--- config.mk ---
export PLATFORM = sky130hd
export DESIGN_NAME = framed_packet_deframer_top
export DESIGN_NICKNAME = d
export VERILOG_FILES = /design/src/sv/fpd_pkg.sv /design/src/sv/fpd_core.sv /design/src/sv/fpd_out_reg.sv /design/src/sv/framed_packet_deframer_top.sv
export SDC_FILE = /design/constraint.sdc
export NUM_CORES = 1
export LEC_CHECK = 0
export BUFFER_PORTS_ARGS = -buffer_cell sky130_fd_sc_hd__buf_2
export CAP_MARGIN = 20
export CORE_AREA = 5 5 187 189
export CTS_CLUSTER_DIAMETER = 60
export CTS_CLUSTER_SIZE = 12
export DETAILED_ROUTE_END_ITERATION = 8
export DIE_AREA = 0 0 192 194
export PLACE_DENSITY = 0.82
export REMOVE_ABC_BUFFERS = 1
export SYNTH_ARGS = -nofsm -noshare
export SYNTH_HDL_FRONTEND = slang
export SYNTH_HIERARCHICAL = 1
export SYNTH_SLANG_ARGS = --single-unit
export TNS_END_PERCENT = 50
--- constraint.sdc ---
create_clock -name clk -period 9.5 [get_ports clk]
set_input_delay 0.95 -clock clk [delete_from_list [all_inputs] [get_ports clk]]
set_output_delay 0.95 -clock clk [all_outputs]
set_load 0.01 [all_outputs]
--- src/sv/fpd_pkg.sv ---
// Shared types and constants for the framed packet deframer.
package fpd_pkg;

	localparam int HdrBytes  = 16;
	localparam int HdrIdxW   = 4;
	localparam int FillW     = 5;
	localparam int CfgIdxW   = 3;
	localparam int CfgDataW  = 16;

	// Configuration register indexes
	localparam logic [CfgIdxW-1:0] REG_SYNC_FIRST   = 3'd0;
	localparam logic [CfgIdxW-1:0] REG_SYNC_SECOND  = 3'd1;
	localparam logic [CfgIdxW-1:0] REG_PROTO_VER    = 3'd2;
	localparam logic [CfgIdxW-1:0] REG_FLAG_MASK    = 3'd3;
	localparam logic [CfgIdxW-1:0] REG_MAX_LEN      = 3'd4;

	typedef enum logic [2:0] {
		EV_STORED   = 3'd0,
		EV_REJECT   = 3'd1,
		EV_TOO_LONG = 3'd2,
		EV_ACCEPT   = 3'd3,
		EV_PAYLOAD  = 3'd4
	} fpd_event_t;

	typedef struct packed {
		logic [7:0]  sync_first;
		logic [7:0]  sync_second;
		logic [7:0]  proto_ver;
		logic [7:0]  allowed_flag_mask;
		logic [15:0] max_body_len;
	} fpd_cfg_t;

	typedef struct packed {
		fpd_event_t  event_res;
		logic [7:0]  msg_type;
		logic [7:0]  frame_flags;
		logic [15:0] body_len;
		logic [31:0] txn_id;
		logic [31:0] seq_num;
		logic [7:0]  payload_byte;
		logic [15:0] payload_index;
		logic        frame_end;
		logic [31:0] error_count;
	} fpd_result_t;

endpackage

--- src/sv/fpd_core.sv ---
// Deframer state: header store, frame counters, error total and per-byte result.
module fpd_core (
	input  logic                  clk,
	input  logic                  arst_n,
	input  fpd_pkg::fpd_cfg_t     cfg,
	input  logic                  fire,
	input  logic [7:0]            rx_byte_s1,
	output fpd_pkg::fpd_result_t  result
);

	logic [7:0]                  hdr_q [fpd_pkg::HdrBytes];
	logic [7:0]                  hdr_new [fpd_pkg::HdrBytes];
	logic [fpd_pkg::FillW-1:0]   fill_q, fill_d, fill_inc;
	logic [15:0]                 seen_q, seen_d, seen_inc;
	logic [15:0]                 expected_q, expected_d;
	logic [31:0]                 err_q, err_d;
	logic                        in_header, hdr_done, hdr_bad, too_long, pay_last;
	logic                        decoded, end_flag;
	logic [15:0]                 len;
	fpd_pkg::fpd_event_t         ev;
	logic [7:0]                  pbyte;
	logic [15:0]                 pidx;

	assign in_header = !fill_q[fpd_pkg::FillW-1];
	assign fill_inc  = fill_q + fpd_pkg::FillW'(1);
	assign seen_inc  = seen_q + 16'd1;
	assign pay_last  = (seen_inc == expected_q);

	// header with the incoming byte already placed
	always_comb begin
		hdr_new = hdr_q;
		if (in_header) begin
			hdr_new[fill_q[fpd_pkg::HdrIdxW-1:0]] = rx_byte_s1;
		end
	end

	assign len      = {hdr_new[7], hdr_new[6]};
	assign too_long = (len > cfg.max_body_len);
	assign hdr_done = in_header && (fill_inc == fpd_pkg::FillW'(fpd_pkg::HdrBytes));
	assign hdr_bad  = (hdr_new[0] != cfg.sync_first) || (hdr_new[1] != cfg.sync_second) ||
	                  (hdr_new[2] != cfg.proto_ver) ||
	                  (hdr_new[5] != 8'(fpd_pkg::HdrBytes)) ||
	                  ((hdr_new[4] & ~cfg.allowed_flag_mask) != 8'd0);

	always_comb begin
		fill_d     = fill_q;
		seen_d     = seen_q;
		expected_d = expected_q;
		err_d      = err_q;
		ev         = fpd_pkg::EV_STORED;
		decoded    = 1'b0;
		end_flag   = 1'b0;
		pbyte      = 8'd0;
		pidx       = 16'd0;
		if (in_header) begin
			fill_d = fill_inc;
			if (hdr_done) begin
				if (hdr_bad) begin
					err_d  = err_q + 32'd1;
					// a leading sync byte is kept as the next header's first byte
					fill_d = (hdr_new[0] == cfg.sync_first) ? fpd_pkg::FillW'(1) : '0;
					ev     = fpd_pkg::EV_REJECT;
				end else begin
					decoded = 1'b1;
					if (too_long) begin
						err_d      = err_q + 32'd1;
						fill_d     = '0;
						seen_d     = '0;
						expected_d = '0;
						ev         = fpd_pkg::EV_TOO_LONG;
					end else begin
						ev         = fpd_pkg::EV_ACCEPT;
						expected_d = len;
						seen_d     = '0;
						if (len == 16'd0) begin
							end_flag   = 1'b1;
							fill_d     = '0;
							expected_d = '0;
						end
					end
				end
			end
		end else begin
			ev      = fpd_pkg::EV_PAYLOAD;
			decoded = 1'b1;
			pbyte   = rx_byte_s1;
			pidx    = seen_q;
			seen_d  = seen_inc;
			if (pay_last) begin
				end_flag   = 1'b1;
				fill_d     = '0;
				seen_d     = '0;
				expected_d = '0;
			end
		end
	end

	always_comb begin
		result.event_res     = ev;
		result.msg_type      = decoded ? hdr_new[3] : 8'd0;
		result.frame_flags   = decoded ? hdr_new[4] : 8'd0;
		result.body_len      = decoded ? len : 16'd0;
		result.txn_id        = decoded ? {hdr_new[11], hdr_new[10], hdr_new[9], hdr_new[8]}
		                               : 32'd0;
		result.seq_num       = decoded ? {hdr_new[15], hdr_new[14], hdr_new[13], hdr_new[12]}
		                               : 32'd0;
		result.payload_byte  = pbyte;
		result.payload_index = pidx;
		result.frame_end     = end_flag;
		result.error_count   = err_d;
	end

	always_ff @(posedge clk or negedge arst_n) begin
		if (!arst_n) begin
			fill_q     <= '0;
			seen_q     <= '0;
			expected_q <= '0;
			err_q      <= '0;
		end else if (fire) begin
			fill_q     <= fill_d;
			seen_q     <= seen_d;
			expected_q <= expected_d;
			err_q      <= err_d;
		end
	end

	// header bytes: data storage, no reset
	always_ff @(posedge clk) begin
		if (fire && in_header) begin
			hdr_q[fill_q[fpd_pkg::HdrIdxW-1:0]] <= rx_byte_s1;
		end
	end

endmodule

--- src/sv/fpd_out_reg.sv ---
// Result register with valid/stall handshake toward the consumer.
module fpd_out_reg (
	input  logic                  clk,
	input  logic                  arst_n,
	input  logic                  load_valid,
	input  fpd_pkg::fpd_result_t  load_data,
	output logic                  load_ready,
	output logic                  out_valid,
	input  logic                  out_stall,
	output fpd_pkg::fpd_result_t  out_data
);

	logic                 valid_q;
	fpd_pkg::fpd_result_t data_q;

	assign load_ready = !valid_q || !out_stall;
	assign out_valid  = valid_q;
	assign out_data   = data_q;

	always_ff @(posedge clk or negedge arst_n) begin
		if (!arst_n) begin
			valid_q <= 1'b0;
		end else if (load_ready) begin
			valid_q <= load_valid;
		end
	end

	always_ff @(posedge clk) begin
		if (load_ready && load_valid) begin
			data_q <= load_data;
		end
	end

endmodule

--- src/sv/framed_packet_deframer_top.sv ---
// Framed packet deframer: top level with config registers, input register and result register.
//
// Takes one received byte per input transaction and returns exactly one result
// transaction per byte. Bytes 0..15 of a frame form the header: while it
// fills, each byte reports "header byte stored"; the sixteenth byte reports
// rejected (sync, version, header-length or flag check failed), length too
// large, or accepted, together with the decoded little-endian length,
// transaction id and sequence. Payload bytes then stream straight through
// with their index, and the last one carries frame_end; a zero-length frame
// ends on the accept itself. A rejected header whose first byte matched
// sync_first keeps that byte as the start of the next header. error_count is
// a wrapping 32-bit total. While out_stall is low, throughput is one byte per clock with no bubbles:
// the byte sits in an input register, a single pass of compares and counter
// updates produces the result, and a result register drives the output.
// The byte is registered in the input register and its result in the result register;
// the result transaction completes when out_valid is high and out_stall is low. Stall on
// the output backs up through the result register to in_stall in the same cycle.
// Configuration writes (cfg_write, cfg_index, cfg_data) take effect at the
// next edge and must only occur while no transaction is in flight; indexes
// beyond the last register are ignored.
module framed_packet_deframer_top (
	input  logic                          clk,
	input  logic                          arst_n,
	input  logic                          cfg_write,
	input  logic [fpd_pkg::CfgIdxW-1:0]   cfg_index,
	input  logic [fpd_pkg::CfgDataW-1:0]  cfg_data,
	input  logic                          in_valid,
	output logic                          in_stall,
	input  logic [7:0]                    rx_byte,
	output logic                          out_valid,
	input  logic                          out_stall,
	output logic [2:0]                    event_res,
	output logic [7:0]                    msg_type,
	output logic [7:0]                    frame_flags,
	output logic [15:0]                   body_len,
	output logic [31:0]                   txn_id,
	output logic [31:0]                   seq_num,
	output logic [7:0]                    payload_byte,
	output logic [15:0]                   payload_index,
	output logic                          frame_end,
	output logic [31:0]                   error_count
);

	fpd_pkg::fpd_cfg_t    cfg_q;
	fpd_pkg::fpd_result_t core_result, out_data;
	logic                 valid_s1;
	logic [7:0]           rx_byte_s1;
	logic                 advance, fire;

	// Configuration registers
	always_ff @(posedge clk or negedge arst_n) begin
		if (!arst_n) begin
			cfg_q.sync_first        <= 8'd0;
			cfg_q.sync_second       <= 8'd0;
			cfg_q.proto_ver         <= 8'd0;
			cfg_q.allowed_flag_mask <= 8'd0;
			cfg_q.max_body_len      <= 16'hFFFF;
		end else if (cfg_write) begin
			case (cfg_index)
				fpd_pkg::REG_SYNC_FIRST:  cfg_q.sync_first        <= cfg_data[7:0];
				fpd_pkg::REG_SYNC_SECOND: cfg_q.sync_second       <= cfg_data[7:0];
				fpd_pkg::REG_PROTO_VER:   cfg_q.proto_ver         <= cfg_data[7:0];
				fpd_pkg::REG_FLAG_MASK:   cfg_q.allowed_flag_mask <= cfg_data[7:0];
				fpd_pkg::REG_MAX_LEN:     cfg_q.max_body_len      <= cfg_data;
				default: ;
			endcase
		end
	end

	// Input register: refills when empty or whenever its byte moves into the result register
	assign fire     = valid_s1 && advance;
	assign in_stall = valid_s1 && !advance;

	always_ff @(posedge clk or negedge arst_n) begin
		if (!arst_n) begin
			valid_s1 <= 1'b0;
		end else if (!valid_s1 || advance) begin
			valid_s1 <= in_valid;
		end
	end

	always_ff @(posedge clk) begin
		if ((!valid_s1 || advance) && in_valid) begin
			rx_byte_s1 <= rx_byte;
		end
	end

	fpd_core u_core (
		.clk        (clk),
		.arst_n     (arst_n),
		.cfg        (cfg_q),
		.fire       (fire),
		.rx_byte_s1 (rx_byte_s1),
		.result     (core_result)
	);

	fpd_out_reg u_out (
		.clk        (clk),
		.arst_n     (arst_n),
		.load_valid (valid_s1),
		.load_data  (core_result),
		.load_ready (advance),
		.out_valid  (out_valid),
		.out_stall  (out_stall),
		.out_data   (out_data)
	);

	assign event_res     = out_data.event_res;
	assign msg_type      = out_data.msg_type;
	assign frame_flags   = out_data.frame_flags;
	assign body_len      = out_data.body_len;
	assign txn_id        = out_data.txn_id;
	assign seq_num       = out_data.seq_num;
	assign payload_byte  = out_data.payload_byte;
	assign payload_index = out_data.payload_index;
	assign frame_end     = out_data.frame_end;
	assign error_count   = out_data.error_count;

endmodule

; After elaboration in Yosys (flattened, before gate mapping)
; Cells that the tools add are included.
[totals]
reg_bits = 411
wordCells = 132
[op_classes]
muxes = 37
n_reduce_logical = 31
bitwise = 4
add_sub_neg = 3
n_eq_ne = 13
order_cmp = 3
[op_table]
columns = operator, count
row1 = 2-to-1 mux 16 bit, 10
row2 = bitwise mux 128 bit, 1
row3 = 2-to-1 mux 128 bit, 1
row4 = 2-to-1 mux 32 bit, 4
row5 = "adder 32 x 1 -> 32 bit, second input constant", 1
row6 = demux 8 bit (select 4 bit), 1
row7 = 2-to-1 mux 5 bit, 6
row8 = != test 8 bit, 3
row9 = "adder 16 x 1 -> 16 bit, second input constant", 1
row10 = == test 16 bit, 1
row11 = > comparator 16 bit, 1
row12 = logical NOT 16 bit, 1
row13 = AND reduction 2 bit, 6
row14 = 2-to-1 mux 1 bit, 11
row15 = AND 8 bit, 1
row16 = == test 8 bit, 1
row17 = 2-to-1 mux 8 bit, 1
row18 = "!= test 8 x 5 -> 1 bit, second input constant", 1
row19 = NOT 8 bit, 1
row20 = nonzero test 8 bit, 1
row21 = "== test 3 x 2 -> 1 bit, second input constant", 2
row22 = logical AND 1 bit, 6
row23 = logical OR 1 bit, 6
row24 = 2-to-1 mux 3 bit, 2
row25 = other kinds (17), 21

; Logic depth before layout (Yosys ltp)
; Gate-level depths: netlist (run 1).
[logic_depth]
ltp_word = 15
ltp_mapped = 18
ltp_nobuf = 14

; Hierarchy
; The synthesis (run 1) kept the hierarchy.
[by_module_without_submodules]
columns = mod, cells_per_inst, seq_area_each_um2, instances, area_each_um2
row1 = fpd_core, 1273, 5570.3, 1, 12639.6
row2 = fpd_out_reg, 160, 4709.5, 1, 4732.0
row3 = framed_packet_deframer_top, 119, 1486.4, 1, 2190.9

; Worst setup path before layout (run 1)
; No wires, ideal clock.
[synth_path]
kind = input to register
startpoint = in out_stall
endpoint = reg u_core/fill_q[1] (netlist bit)
arrival_ps = 7523
path_slack_ps = 1910
stages = 8
setup_time_ps = 66
required_ps = 9434
path_cell_list = nand2_1 > and2_1 > inv_1 > clkbuf_1 > nor2_1 > nand2_1 > nor2_1 > a221o_1
[synth_via]
elab_chain_cells = 4
[synth_rtl]
columns = element, line_no
row1 = from (decl), framed_packet_deframer_top.sv:31  ; input logic out_stall,
row2 = logical NOT 1 bit, fpd_out_reg.sv:16  ; assign load_ready = !valid_q || !out_stall;
row3 = logical OR 1 bit, fpd_out_reg.sv:16
row4 = logical AND 1 bit, framed_packet_deframer_top.sv:71  ; assign fire = valid_s1 && advance;
row5 = net fire, framed_packet_deframer_top.sv:48  ; logic advance, fire;
row6 = AND reduction 2 bit (no line), --
row7 = to (signal assigned), fpd_core.sv:120  ; fill_q <= fill_d;
row8 = to (decl), fpd_core.sv:13  ; logic [fpd_pkg::FillW-1:0] fill_q, fill_d, fill_inc;
; The timed path passes the listed nets, and every way through them passes these cells.
; A chain may end at the register's enable or synchronous reset.

; Final worst setup path (run 1)
[layout_path]
startpoint = reg u_core/fill_q[0] (netlist bit)
endpoint = reg u_core.err_q[1]
[layout_via]
elab_chain_cells = 15
elab_cells_between_ends = 26
classes_between = add/sub (1) / order compare (3) / eq/ne (5) / mux (8) / bitwise (2) / reduce/logical (7)
[layout_rtl]
columns = element, line_no
row1 = "parallel branches: the longest is 13 deep, another holds > comparator 16 bit", --
row2 = 2-to-1 mux 32 bit *, fpd_core.sv:57  ; if (hdr_done) begin
row3 = 2-to-1 mux 32 bit *, fpd_core.sv:55  ; if (in_header) begin
row4 = to (signal assigned), fpd_core.sv:123  ; err_q <= err_d;
row5 = to (decl), fpd_core.sv:16  ; logic [31:0] err_q, err_d;
; Mark *: on every way between the ends.

==> results of run 1 <==
==> cell type report <==
cell class                      count  area share, %
Inverter                           53         0.9020
Sequential cell                   411          53.36
Tap cell                          448          2.542
Multi-Input combinational cell    976          32.34
Timing Repair Buffer              214          5.242
Clock buffer                       71          5.355
Clock inverter                      5         0.2610
==> state kept, by name, summed over array words and instances, names as in the netlist <==
| register | cells |
|---|---|
| cfg_q | 48 |
| rx_byte_s1 | 8 |
| u_core/err_q | 32 |
| u_core/expected_q | 16 |
| u_core/fill_q | 5 |
| u_core/hdr_q | 128 |
| u_core/seen_q | 16 |
| u_out/out_data | 156 |
| u_out/out_valid | 1 |
| valid_s1 | 1 |
==> Yosys cell counts, drive strengths merged (8+ instances only) <==
cell,count
nand4,25
nor4,36
xnor2,31
mux2,117
nand2b,10
and3,16
a22o,86
dfrtp,103
xor2,77
inv,53
nand2,136
buf,36
a211o,11
dfstp,16
nor4b,8
edfxtp,292
nor2,56
or3,13
nand3,33
ha,23
nor3,47
clkbuf,76
a21oi,25
and2,29
a21o,8
o21ai,75
mux2i,34
==> routing by layer <==
metal	vias to the layer above	GRT usage [%]	share of wire [%]
li1	6053	-	-
met1	6518	34.99	42
met2	616	37.69	47
met3	120	3.583	7.7
met4	0	8.663	3.8
met5	-	0	0
==> through the flow <==
stage	TNS (ns)	hold WS [ns]	utilization, %	setup WS [ns]
floorplan	-10.70	0.4564	-	-0.6690
global placement	0	0.4716	62.78	4.946
detailed placement	0	0.4774	62.78	4.761
CTS	0	0.4068	66.52	4.720
global route	0	0.4372	66.60	4.452
finish	0	0.4131	66.60	4.571
==> cells by family (layout without fill, tap and decap cells) <==
logic type,after synthesis,after routing,share of synthesized area [%]
adder cells (fa/ha/maj),23,23,1.471
multiplexers,151,151,8.686
AND/OR/NAND/NOR,449,449,12.11
flip-flops,411,411,60.15
XOR/XNOR,109,109,4.950
AO/OA/AOI/OAI,244,244,9.012
buffers and inverters,165,343,3.620
==> how the worst max path moves through the flow <==
stage,startpoint,to,slack (ns),cells after the start
CTS,u_core/fill_q[0],u_core/err_q[1],4.72,13
finish,u_core/fill_q[0],u_core/err_q[1],4.57,13
global placement,u_core/fill_q[0],u_out/out_data[1],4.95,16
detailed placement,u_core/fill_q[0],u_core/err_q[1],4.76,13
global route,u_core/fill_q[0],u_core/err_q[1],4.45,16
floorplan,u_core/fill_q[4],u_core/expected_q[0],-0.67,8
==> power breakdown <==
part	switching (mW)	internal, mW	total [mW]	leakage [nW]
Combinational	0.721	0.467	1.19	4.12
Clock	0.666	0.851	1.52	0.588
Sequential	0.185	2.33	2.52	4.36
Total	1.57	3.65	5.22	9.07
==> insert_results.sql, run 1 <==
INSERT INTO impl_metrics (metric_group, metric, value, unit) VALUES
('outcome', 'status', 'finished, final reports clean', ''),
('setup_path', 'cp_launch_type', 'register', ''),
('logic_synthesis', 'ys_async_sr_fraction', '28.95', '%'),
('timing', 'slew_headroom', '28.05', '%'),
('logic_synthesis', 'area_share_of_the_largest_cell_type_after_synthesis', '44.82', '%'),
('drt', 'totalWireLength', '46090', 'um'),
('floorplanning', 'initial_core_util', '59.08', '%'),
('timing', 'setup-violations-final', '0', ''),
('timing', 'timing.final.crit_share', '51.88', '%'),
('global_route', 'grt_first_pass_wirelength', '72410', 'um'),
('floorplanning', 'placementRows', '67', ''),
('place', 'gp_routability_congestion', '0.9386', ''),
('global_route', 'global_route_total_usage_across_every_layer', '24.18', '%'),
('setup_path', 'worstReg2RegEnd', 'u_core/err_q[1]', ''),
('power_and_ir_drop', 'power.static_leakage', '9.068', 'nW'),
('final_layout', 'nets', '1752', ''),
('final_layout', 'layout.cells.most_common_list', 'sky130_fd_sc_hd__edfxtp_1, sky130_fd_sc_hd__buf_2, sky130_fd_sc_hd__nand2_1', ''),
('setup_path', 'worst-r2r-cell-count', '13', ''),
('drt', 'ant_nets', '0', ''),
('drt', 'drt-vias-per-instance', '6.110', ''),
('power_and_ir_drop', 'cellPowerDensity', '236.9', 'nW/um2'),
('clocking', 'cts-root-buf', 'sky130_fd_sc_hd__clkbuf_16', ''),
('setup_path', 'critical_path.cell_chain', 'ha_1 > nor4bb_2 > buf_4 > mux2i_1 > inv_1 > ha_1 > nand4_1 > or3_1 > a31oi_1 > nor4_4 > buf_4 > nor3_1 > mux2_2', ''),
('setup_path', 'worstPathBufferInverterCount', '3', ''),
('final_layout', 'drive_gt1_share', '23.87', '%'),
('logic_synthesis', 'post_synth_num_cell_types', '78', ''),
('power_and_ir_drop', 'totalPowerFinal', '5.225', 'mW'),
('logic_synthesis', 'ys_ff_latch', '411', ''),
('clocking', 'cts_tree', 'yes', ''),
('setup_path', 'setup.worst_path.end_class', 'register', ''),
('setup_path', 'worst_ep_arrival_time', '5.34', 'ns'),
('timing', 'grt_setup_unrepaired', 'no', ''),
('clocking', 'max_h_tree_level', '2', ''),
('floorplanning', 'fp.dieArea', '37250', 'um2'),
('timing', 'tightestPinTransition', '1.077', 'ns'),
('timing', 'fmaxAchievable', '202.9', 'MHz'),
('final_layout', 'seq_area', '11770', 'um2'),
('clocking', 'cts_hold_buf', '0', ''),
('floorplanning', 'core', '33110', 'um2'),
('logic_synthesis', 'netlist_instances', '1552', ''),
('place', 'dpl.hpwl', '29950', 'um'),
('run', 'timing.max_cap.violations', '0', ''),
('logic_synthesis', 'synthesis.area', '19560', 'um2'),
('hold_path', 'hold_path_class', 'input pin to asynchronous set/reset pin', ''),
('setup_path', 'crit_fanout', '63', ''),
('timing', 'finalCriticalPeriod', '4.929', 'ns'),
('place', 'cell_count_post_placement', '2101', ''),
('logic_synthesis', 'synth_edf_count', '292', ''),
('global_route', 'first_global_vias', '12937', ''),
('global_route', 'gr-total-overflow', '0', ''),
('clocking', 'cts-root-to-sink-buffers', '3', ''),
('final_layout', 'layoutNonFillerInstCount', '2178', ''),
('setup_path', 'rrSetupSlack', '4.57', 'ns'),
('clocking', 'clkTransAtPathRegs', '0.07', 'ns'),
('setup_path', 'timing.critical_path.slowest_stage_cell', 'sky130_fd_sc_hd__a31oi_1', ''),
('timing', 'fin_worst_skew', '0.03235', 'ns'),
('drt', 'drt-pass1-iter-count', '6', ''),
('global_route', 'grt_start_max_net_pins', '97', ''),
('floorplanning', 'chipHeight', '194', 'um'),
('drt', 'wire_per_inst', '21.16', 'um'),
('timing', 'hold_viol_final', '0', ''),
('clocking', 'clk_latency', '0.55', 'ns'),
('floorplanning', 'die-width', '192', 'um'),
('logic_synthesis', 'synth_flop_cell', 'sky130_fd_sc_hd__edfxtp_1', ''),
('final_layout', 'post-route-cell-area', '22050', 'um2'),
('clocking', 'clock_sink_count', '411', ''),
('logic_synthesis', 'ys_seq_area_share', '60.15', '%'),
('setup_path', 'crit_type', 'register to register', ''),
('clocking', 'cts.repair_timing.setup_buffer_count', '0', ''),
('place', 'placement.cell_area', '20790', 'um2'),
('logic_synthesis', 'yosys_warnings', '6', '');
Note: power is estimated with default switching activity, not from simulation.
==> inputs of run 2 (changes only) <==
--- a/config.mk
+++ b/config.mk
@@ -7,12 +7,12 @@
 export LEC_CHECK = 0
 export BUFFER_PORTS_ARGS = -buffer_cell sky130_fd_sc_hd__buf_2
 export CAP_MARGIN = 20
-export CORE_AREA = 5 5 187 189
+export CORE_AREA = 5 5 197 199
 export CTS_CLUSTER_DIAMETER = 60
 export CTS_CLUSTER_SIZE = 12
 export DETAILED_ROUTE_END_ITERATION = 8
-export DIE_AREA = 0 0 192 194
-export PLACE_DENSITY = 0.82
+export DIE_AREA = 0 0 202 204
+export PLACE_DENSITY = 0.78
 export REMOVE_ABC_BUFFERS = 1
 export SYNTH_ARGS = -nofsm -noshare
 export SYNTH_HDL_FRONTEND = slang
==> constraint.sdc (replaced) <==
create_clock -name clk -period 4.3 [get_ports clk]
set_input_delay 0.43 -clock clk [delete_from_list [all_inputs] [get_ports clk]]
set_output_delay 0.43 -clock clk [all_outputs]
set_load 0.01 [all_outputs]
==> run 2 against run 1 <==
Compared with the run above: critical path depth rose by 1; global-route usage fell by 1.7 points; flip-flop and latch count did not move; via count rose by 0.53%; sequential share of layout area fell by 0.65 points; routed wire length rose by 3.6%; non-clock buffer count rose by 24; worst setup slack got worse by 4.5 ns.
==> insert_results.sql, run 2 (same netlist as run 1, synthesis figures left out) <==
INSERT INTO impl_metrics (metric_group, metric, value, unit) VALUES
('power_and_ir_drop', 'cellPowerDensity', '521.5', 'nW/um2'),
('timing', 'slew_headroom', '28.20', '%'),
('timing', 'fin_worst_skew', '0.01777', 'ns'),
('final_layout', 'layoutNonFillerInstCount', '2227', ''),
('clocking', 'cts_tree', 'yes', ''),
('power_and_ir_drop', 'power.static_leakage', '9.196', 'nW'),
('setup_path', 'startpoint', 'u_core/fill_q[0]', ''),
('clocking', 'clk_latency', '0.56', 'ns'),
('timing', 'setup-violations-final', '0', ''),
('clocking', 'cts-root-to-sink-buffers', '3', ''),
('final_layout', 'nets', '1776', ''),
('power_and_ir_drop', 'totalPowerFinal', '11.65', 'mW'),
('drt', 'ant_nets', '0', ''),
('place', 'port-buffer-count', '189', ''),
('clocking', 'cts-root-buf', 'sky130_fd_sc_hd__clkbuf_16', ''),
('global_route', 'global_route_total_usage_across_every_layer', '22.46', '%'),
('global_route', 'antenna_found_initial', '0', ''),
('power_and_ir_drop', 'p_switching', '3.522', 'mW'),
('floorplanning', 'placementRows', '71', ''),
('clocking', 'clkTransAtPathRegs', '0.06', 'ns'),
('timing', 'timing.final.crit_share', '97.30', '%'),
('power_and_ir_drop', 'seq_power_share', '47.7', '%'),
('final_layout', 'multi_input_area', '7154', 'um2'),
('outcome', 'status', 'finished, final reports clean', ''),
('setup_path', 'critical_path.cell_chain', 'ha_1 > nor4bb_2 > buf_4 > mux2i_1 > inv_1 > ha_1 > nand4_1 > or3_1 > a31oi_2 > buf_4 > nor4_4 > clkbuf_16 > nor2_1 > mux2_2', ''),
('setup_path', 'timing.critical_path.slowest_stage_cell', 'sky130_fd_sc_hd__or3_1', ''),
('timing', 'hold_viol_final', '0', ''),
('setup_path', 'crit_fanout', '32', ''),
('timing', 'worst_slack', '0.1160', 'ns'),
('place', 'gp_routability_congestion', '0.9046', ''),
('power_and_ir_drop', 'internal-power', '8.124', 'mW'),
('run', 'timing.max_cap.violations', '0', ''),
('global_route', 'grt_util_met1', '32.11', '%'),
('drt', 'drt-vias-per-instance', '6.007', ''),
('floorplanning', 'chipHeight', '204', 'um'),
('setup_path', 'setup.worst_path.end_class', 'register', ''),
('drt', 'route.vias.total', '13378', ''),
('timing', 'tightestPinTransition', '1.070', 'ns'),
('final_layout', 'filler_cell_count', '2847', ''),
('global_route', 'met3_usage', '3.634', '%'),
('power_and_ir_drop', 'vdd_drop_max', '0.0002806', 'V'),
('drt', 'wire_per_inst', '21.44', 'um'),
('hold_path', 'worst_hold_startpoint', 'rx_byte[5]', ''),
('setup_path', 'worst_ep_arrival_time', '4.48', 'ns'),
('timing', 'grt_setup_unrepaired', 'no', ''),
('final_layout', 'layout.cells.most_common', 'sky130_fd_sc_hd__edfxtp_1', ''),
('global_route', 'gr-total-overflow', '0', ''),
('power_and_ir_drop', 'power.share.switching', '30.24', '%'),
('final_layout', 'seq_area', '11770', 'um2'),
('drt', 'drt-pass1-iter-count', '6', ''),
('final_layout', 'drive_gt1_share', '25.27', '%'),
('place', 'post-place-ws', '0.08355', 'ns'),
('setup_path', 'worstReg2RegStart', 'u_core/fill_q[0]', ''),
('final_layout', 'final_core_util', '60.29', '%'),
('final_layout', 'flip_flop_count_of_the_largest_register_all_copies_and_words_added', '156', ''),
('global_route', 'grt_start_max_net_pins', '78', ''),
('floorplanning', 'initial_core_util', '52.81', '%'),
('timing', 'slew_viol_final', '0', ''),
('global_route', 'first_global_vias', '12857', ''),
('power_and_ir_drop', 'clock_power_share', '28.6', '%'),
('floorplanning', 'die-width', '202', 'um'),
('setup_path', 'required', '4.60', 'ns'),
('clocking', 'clock_sink_count', '411', ''),
('setup_path', 'worstPathBufferInverterCount', '4', ''),
('place', 'cell_count_post_placement', '2149', ''),
('clocking', 'cts-buffers-inserted', '41', ''),
('setup_path', 'slowest_delay', '0.45', 'ns'),
('global_route', 'grt.busiest_layer', 'met2', ''),
('final_layout', 'antenna_cells_inserted', '0', ''),
('floorplanning', 'io-pin-count', '190', ''),
('drt', 'drt_drc_violations_left', '0', ''),
('setup_path', 'timing.critical_path.max_delay_family', 'simple AND/OR/NAND/NOR gates', ''),
('floorplanning', 'core', '37040', 'um2'),
('setup_path', 'crit_type', 'register to register', ''),
('place', 'dpl.hpwl', '31910', 'um'),
('power_and_ir_drop', 'power.share.combinational', '23.7', '%'),
('global_route', 'grtUsageMet2', '35.51', '%'),
('final_layout', 'layout.cells.most_common_list', 'sky130_fd_sc_hd__edfxtp_1, sky130_fd_sc_hd__buf_2, sky130_fd_sc_hd__nand2_1', ''),
('floorplanning', 'fp.dieArea', '41210', 'um2'),
('clocking', 'max_h_tree_level', '2', ''),
('final_layout', 'syn_to_final_growth', '14.16', '%'),
('drt', 'drtIter0Drc', '1144', ''),
('timing', 'fmaxAchievable', '239.0', 'MHz'),
('setup_path', 'cp_launch_type', 'register', ''),
('drt', 'totalWireLength', '47750', 'um'),
('hold_path', 'hold_path_class', 'input pin to register', ''),
('timing', 'finalCriticalPeriod', '4.184', 'ns'),
('global_route', 'grt_first_pass_wirelength', '73550', 'um');
[run 2: changes by cell type in the layout (fill, tap and decap cells not counted), sizes merged]
cell	before	now
buf	214	236
clkinv	2	3
clkinvlp	1	0
dlygate4sd3	0	1
[run 2: layout make-up]
type,count,share of cell area [%]
Clock inverter,5,0.1625
Timing Repair Buffer,238,6.280
Inverter,53,0.8908
Clock buffer,70,5.272
Tap cell,474,2.656
Sequential cell,411,52.70
Multi-Input combinational cell,976,32.04
[run 2: routing by layer]
layer,share of wire (%),up-vias
li1,-,6091
met1,43,6629
met2,47,560
met3,7.0,98
met4,3.2,0
met5,0,-
[run 2: worst paths after layout]
| path | end | slack (ns) | cells past startpoint |
|---|---|---|---|
| setup / recovery | u_out/out_data[1] | 0.12 | 14 |
| hold / removal | rx_byte_s1[5] | 0.06 | 1 |
| setup reg to reg | u_out/out_data[1] | 0.12 | 14 |
| hold reg to reg | u_core/err_q[31] | 0.49 | 1 |
| max in group asynchronous | u_core/fill_q[1] | 2.90 | 3 |
| min in group asynchronous | cfg_q[21] | 0.43 | 2 |
[run 2: what timing repair did]
item	4_1_cts	5_1_grt
hold endpoints to repair	29	0
setup endpoints to repair	0	47
hold buffers	1	0
resized for setup	0	8
setup buffers	0	1
[run 2: per-stage QoR]
step	instance area (um2)	TNS [ns]	hold WS (ns)
floorplan	19050	-1086.04	0.1344
global placement	21050	0	0.4545
detailed placement	21050	0	0.4649
CTS	22270	0	0.02949
global route	22330	0	0.04152
finish	22330	0	0.05875
[run 2: power groups by stage]
stage               clock network (mW)  registers (mW)  logic, mW
floorplan                            0            5.74       1.59
global placement                     0            5.59       2.64
detailed placement                   0            5.62       2.74
CTS                               3.40            5.55       2.75
global route                      3.57            5.62       3.01
finish                            3.33            5.56       2.76
[run 2: worst reg2reg max path, stage by stage, from the launching register on]
cell                        delay [ns]
sky130_fd_sc_hd__dfrtp_2          0.44
sky130_fd_sc_hd__ha_1             0.18
sky130_fd_sc_hd__nor4bb_2         0.40
sky130_fd_sc_hd__buf_4            0.27
sky130_fd_sc_hd__mux2i_1          0.32
sky130_fd_sc_hd__inv_1            0.08
sky130_fd_sc_hd__ha_1             0.30
sky130_fd_sc_hd__nand4_1          0.20
sky130_fd_sc_hd__or3_1            0.45
sky130_fd_sc_hd__a31oi_2          0.26
sky130_fd_sc_hd__buf_4            0.19
sky130_fd_sc_hd__nor4_4           0.05
sky130_fd_sc_hd__clkbuf_16        0.22
sky130_fd_sc_hd__nor2_1           0.20
sky130_fd_sc_hd__mux2_2           0.35
==> inputs of run 3 (changes only) <==
--- a/config.mk
+++ b/config.mk
@@ -5,13 +5,13 @@
 export SDC_FILE = /design/constraint.sdc
 export NUM_CORES = 1
 export LEC_CHECK = 0
-export BUFFER_PORTS_ARGS = -buffer_cell sky130_fd_sc_hd__buf_2
 export CAP_MARGIN = 20
-export CORE_AREA = 5 5 197 199
+export CORE_AREA = 5 5 190 192
 export CTS_CLUSTER_DIAMETER = 60
 export CTS_CLUSTER_SIZE = 12
 export DETAILED_ROUTE_END_ITERATION = 8
-export DIE_AREA = 0 0 202 204
+export DIE_AREA = 0 0 195 197
+export DONT_BUFFER_PORTS = 1
 export PLACE_DENSITY = 0.78
 export REMOVE_ABC_BUFFERS = 1
 export SYNTH_ARGS = -nofsm -noshare
==> run 3 against run 2 <==
Compared with the run above: clock power up 2%; die area down 6.8%; core utilization up 2.6 points; clock skew up 0.0095 ns; clock-buffer cell count up 2; routed wire length down 0.59%; design area down 3.6%; first-iteration DRC count down 10%.
==> insert_results.sql, run 3 (same netlist as run 1, synthesis figures left out) <==
INSERT INTO impl_metrics (metric_group, metric, value, unit) VALUES
('outcome', 'status', 'finished, final reports clean', ''),
('floorplanning', 'initial_core_util', '57.20', '%'),
('drt', 'drt_drc_violations_left', '0', ''),
('global_route', 'global_route_total_usage_across_every_layer', '23.77', '%'),
('drt', 'wire_per_inst', '23.34', 'um'),
('setup_path', 'setup.worst_path.end_class', 'register', ''),
('floorplanning', 'fp.dieArea', '38420', 'um2'),
('floorplanning', 'chipHeight', '197', 'um'),
('clocking', 'cts-buffers-inserted', '41', ''),
('floorplanning', 'core', '34200', 'um2'),
('power_and_ir_drop', 'totalPowerFinal', '11.58', 'mW'),
('final_layout', 'layout.cells.most_common', 'sky130_fd_sc_hd__edfxtp_1', ''),
('global_route', 'first_global_vias', '12447', ''),
('clocking', 'clock_sink_count', '411', ''),
('place', 'placement.cell_area', '20090', 'um2'),
('power_and_ir_drop', 'power.static_leakage', '8.468', 'nW'),
('setup_path', 'critical_path.cell_chain', 'ha_1 > nor4bb_2 > buf_4 > mux2i_1 > inv_1 > ha_1 > nand4_1 > or3_1 > a31oi_1 > buf_4 > nor4_4 > clkbuf_16 > nor2_1 > mux2_2', ''),
('floorplanning', 'die-width', '195', 'um'),
('clocking', 'cts_tree', 'yes', ''),
('drt', 'totalWireLength', '47470', 'um'),
('final_layout', 'post-route-cell-area', '21520', 'um2'),
('final_layout', 'syn_to_final_growth', '9.997', '%'),
('drt', 'drt-vias-per-instance', '6.293', ''),
('timing', 'timing.final.crit_share', '94.56', '%'),
('clocking', 'max_h_tree_level', '2', ''),
('global_route', 'antenna_found_initial', '0', ''),
('place', 'gp_routability_congestion', '0.9075', ''),
('drt', 'drtIter0Drc', '1030', ''),
('setup_path', 'required', '4.59', 'ns'),
('timing', 'hold_viol_final', '0', ''),
('run', 'timing.max_cap.violations', '0', ''),
('timing', 'totalNegativeSetupSlack', '0', 'ns'),
('timing', 'slew_viol_final', '0', ''),
('timing', 'tightestPinTransition', '1.048', 'ns'),
('floorplanning', 'io-pin-count', '190', ''),
('timing', 'setup-violations-final', '0', ''),
('drt', 'drt-pass1-iter-count', '5', ''),
('timing', 'fmaxAchievable', '245.9', 'MHz'),
('power_and_ir_drop', 'vdd_drop_max', '0.0003497', 'V'),
('hold_path', 'hold_path_class', 'input pin to register', ''),
('timing', 'finalCriticalPeriod', '4.066', 'ns'),
('clocking', 'clkTransAtPathRegs', '0.06', 'ns'),
('place', 'port-buffer-count', '0', ''),
('global_route', 'grt_start_max_net_pins', '120', ''),
('final_layout', 'flip_flop_count_of_the_largest_register_all_copies_and_words_added', '156', ''),
('final_layout', 'drive_gt1_share', '16.28', '%'),
('timing', 'fin_worst_skew', '0.02723', 'ns'),
('final_layout', 'nets', '1601', ''),
('setup_path', 'cp_launch_type', 'register', ''),
('clocking', 'cts-root-to-sink-buffers', '3', ''),
('final_layout', 'antenna_cells_inserted', '0', ''),
('final_layout', 'layout.cells.most_common_list', 'sky130_fd_sc_hd__edfxtp_1, sky130_fd_sc_hd__nand2_1, sky130_fd_sc_hd__mux2_2', ''),
('floorplanning', 'placementRows', '68', ''),
('final_layout', 'final_core_util', '62.91', '%'),
('setup_path', 'crit_type', 'register to register', ''),
('power_and_ir_drop', 'cellPowerDensity', '538.0', 'nW/um2'),
('drt', 'route.vias.total', '12799', ''),
('drt', 'ant_nets', '0', ''),
('timing', 'slew_headroom', '29.64', '%'),
('clocking', 'cts-root-buf', 'sky130_fd_sc_hd__clkbuf_16', ''),
('setup_path', 'worst_ep_arrival_time', '4.35', 'ns'),
('global_route', 'grt_first_pass_wirelength', '72500', 'um'),
('setup_path', 'timing.critical_path.slowest_stage_cell', 'sky130_fd_sc_hd__dfrtp_2', ''),
('setup_path', 'crit_fanout', '32', ''),
('timing', 'grt_setup_unrepaired', 'no', ''),
('global_route', 'gr-total-overflow', '0', ''),
('setup_path', 'slowest_delay', '0.44', 'ns'),
('clocking', 'clk_latency', '0.55', 'ns'),
('place', 'dpl.hpwl', '30980', 'um');
==> run 3: changes by cell type in the layout (fill, tap and decap cells not counted), sizes merged <==
cell / before / now
dlygate4sd3: 1 / 11
bufinv: 0 / 1
clkinvlp: 0 / 1
clkinv: 3 / 0
clkbuf: 71 / 73
buf: 236 / 51
==> run 3: path summary, 6_finish.rpt <==
check	from	depth (start not counted)	end	slack (ns)
setup / recovery	u_core/fill_q[0]	14	u_out/out_data[1]	0.23
hold / removal	cfg_data[5]	1	cfg_q[29]	0.04
setup reg to reg	u_core/fill_q[0]	14	u_out/out_data[1]	0.23
hold reg to reg	u_core/err_q[31]	1	u_core/err_q[31]	0.50
max in group asynchronous	arst_n	2	u_core/err_q[11]	3.24
min in group asynchronous	arst_n	2	u_core/seen_q[6]	0.49
==> run 3: per-stage QoR <==
step	instances	hold WS (ns)	worst slack, ns
floorplan	1440	0.1344	-5.869
global placement	1944	0.1436	0.3652
detailed placement	1944	0.1428	0.2127
CTS	2032	0.01388	0.2064
global route	2034	0.02089	0.002179
finish	2034	0.03847	0.2340
==> run 3: what timing repair did <==
action / 4_1_cts / 5_1_grt
setup endpoints to repair: 0 / 26
setup buffers: 0 / 1
hold buffers: 12 / 0
resized for setup: 0 / 7
endpoints found under the hold margin: 129 / 0
==> run 3: layout make-up <==
class,count,area (um2)
clock buffer,72,1195
clock inverter,4,55.05
fill,2608,12680
tap,455,569.3
multi-input combinational,976,7149
sequential,411,11770
inverter,53,198.9
timing repair buffer,63,579.3
==> run 3: metal layers <==
layer / vias to the layer above / global-route usage (%) / wire [um] / part of all wire [%]
met4: 0 / 7.111 / 1277 / 2.7
li1: 5761 / - / - / -
met5: - / 0 / 0 / 0
met3: 96 / 4.017 / 3458 / 7.3
met2: 556 / 38.45 / 22750 / 48
met1: 6386 / 33.56 / 19990 / 42
==> run 3: where the power goes <==
group | internal (mW) | switching (mW) | total [mW]
Combinational | 0.981 | 1.48 | 2.46
Sequential | 5.17 | 0.546 | 5.72
Clock | 1.95 | 1.45 | 3.40
==> run 3: worst max-delay path, delay by kind of cell (launching register included) <==
kind / cells / cell delay [ns]
fa+ha+maj: 2 / 0.49
mux: 2 / 0.69
buf+inv: 4 / 0.76
flops: 1 / 0.44
compound gates: 1 / 0.25
simple gates: 5 / 1.17
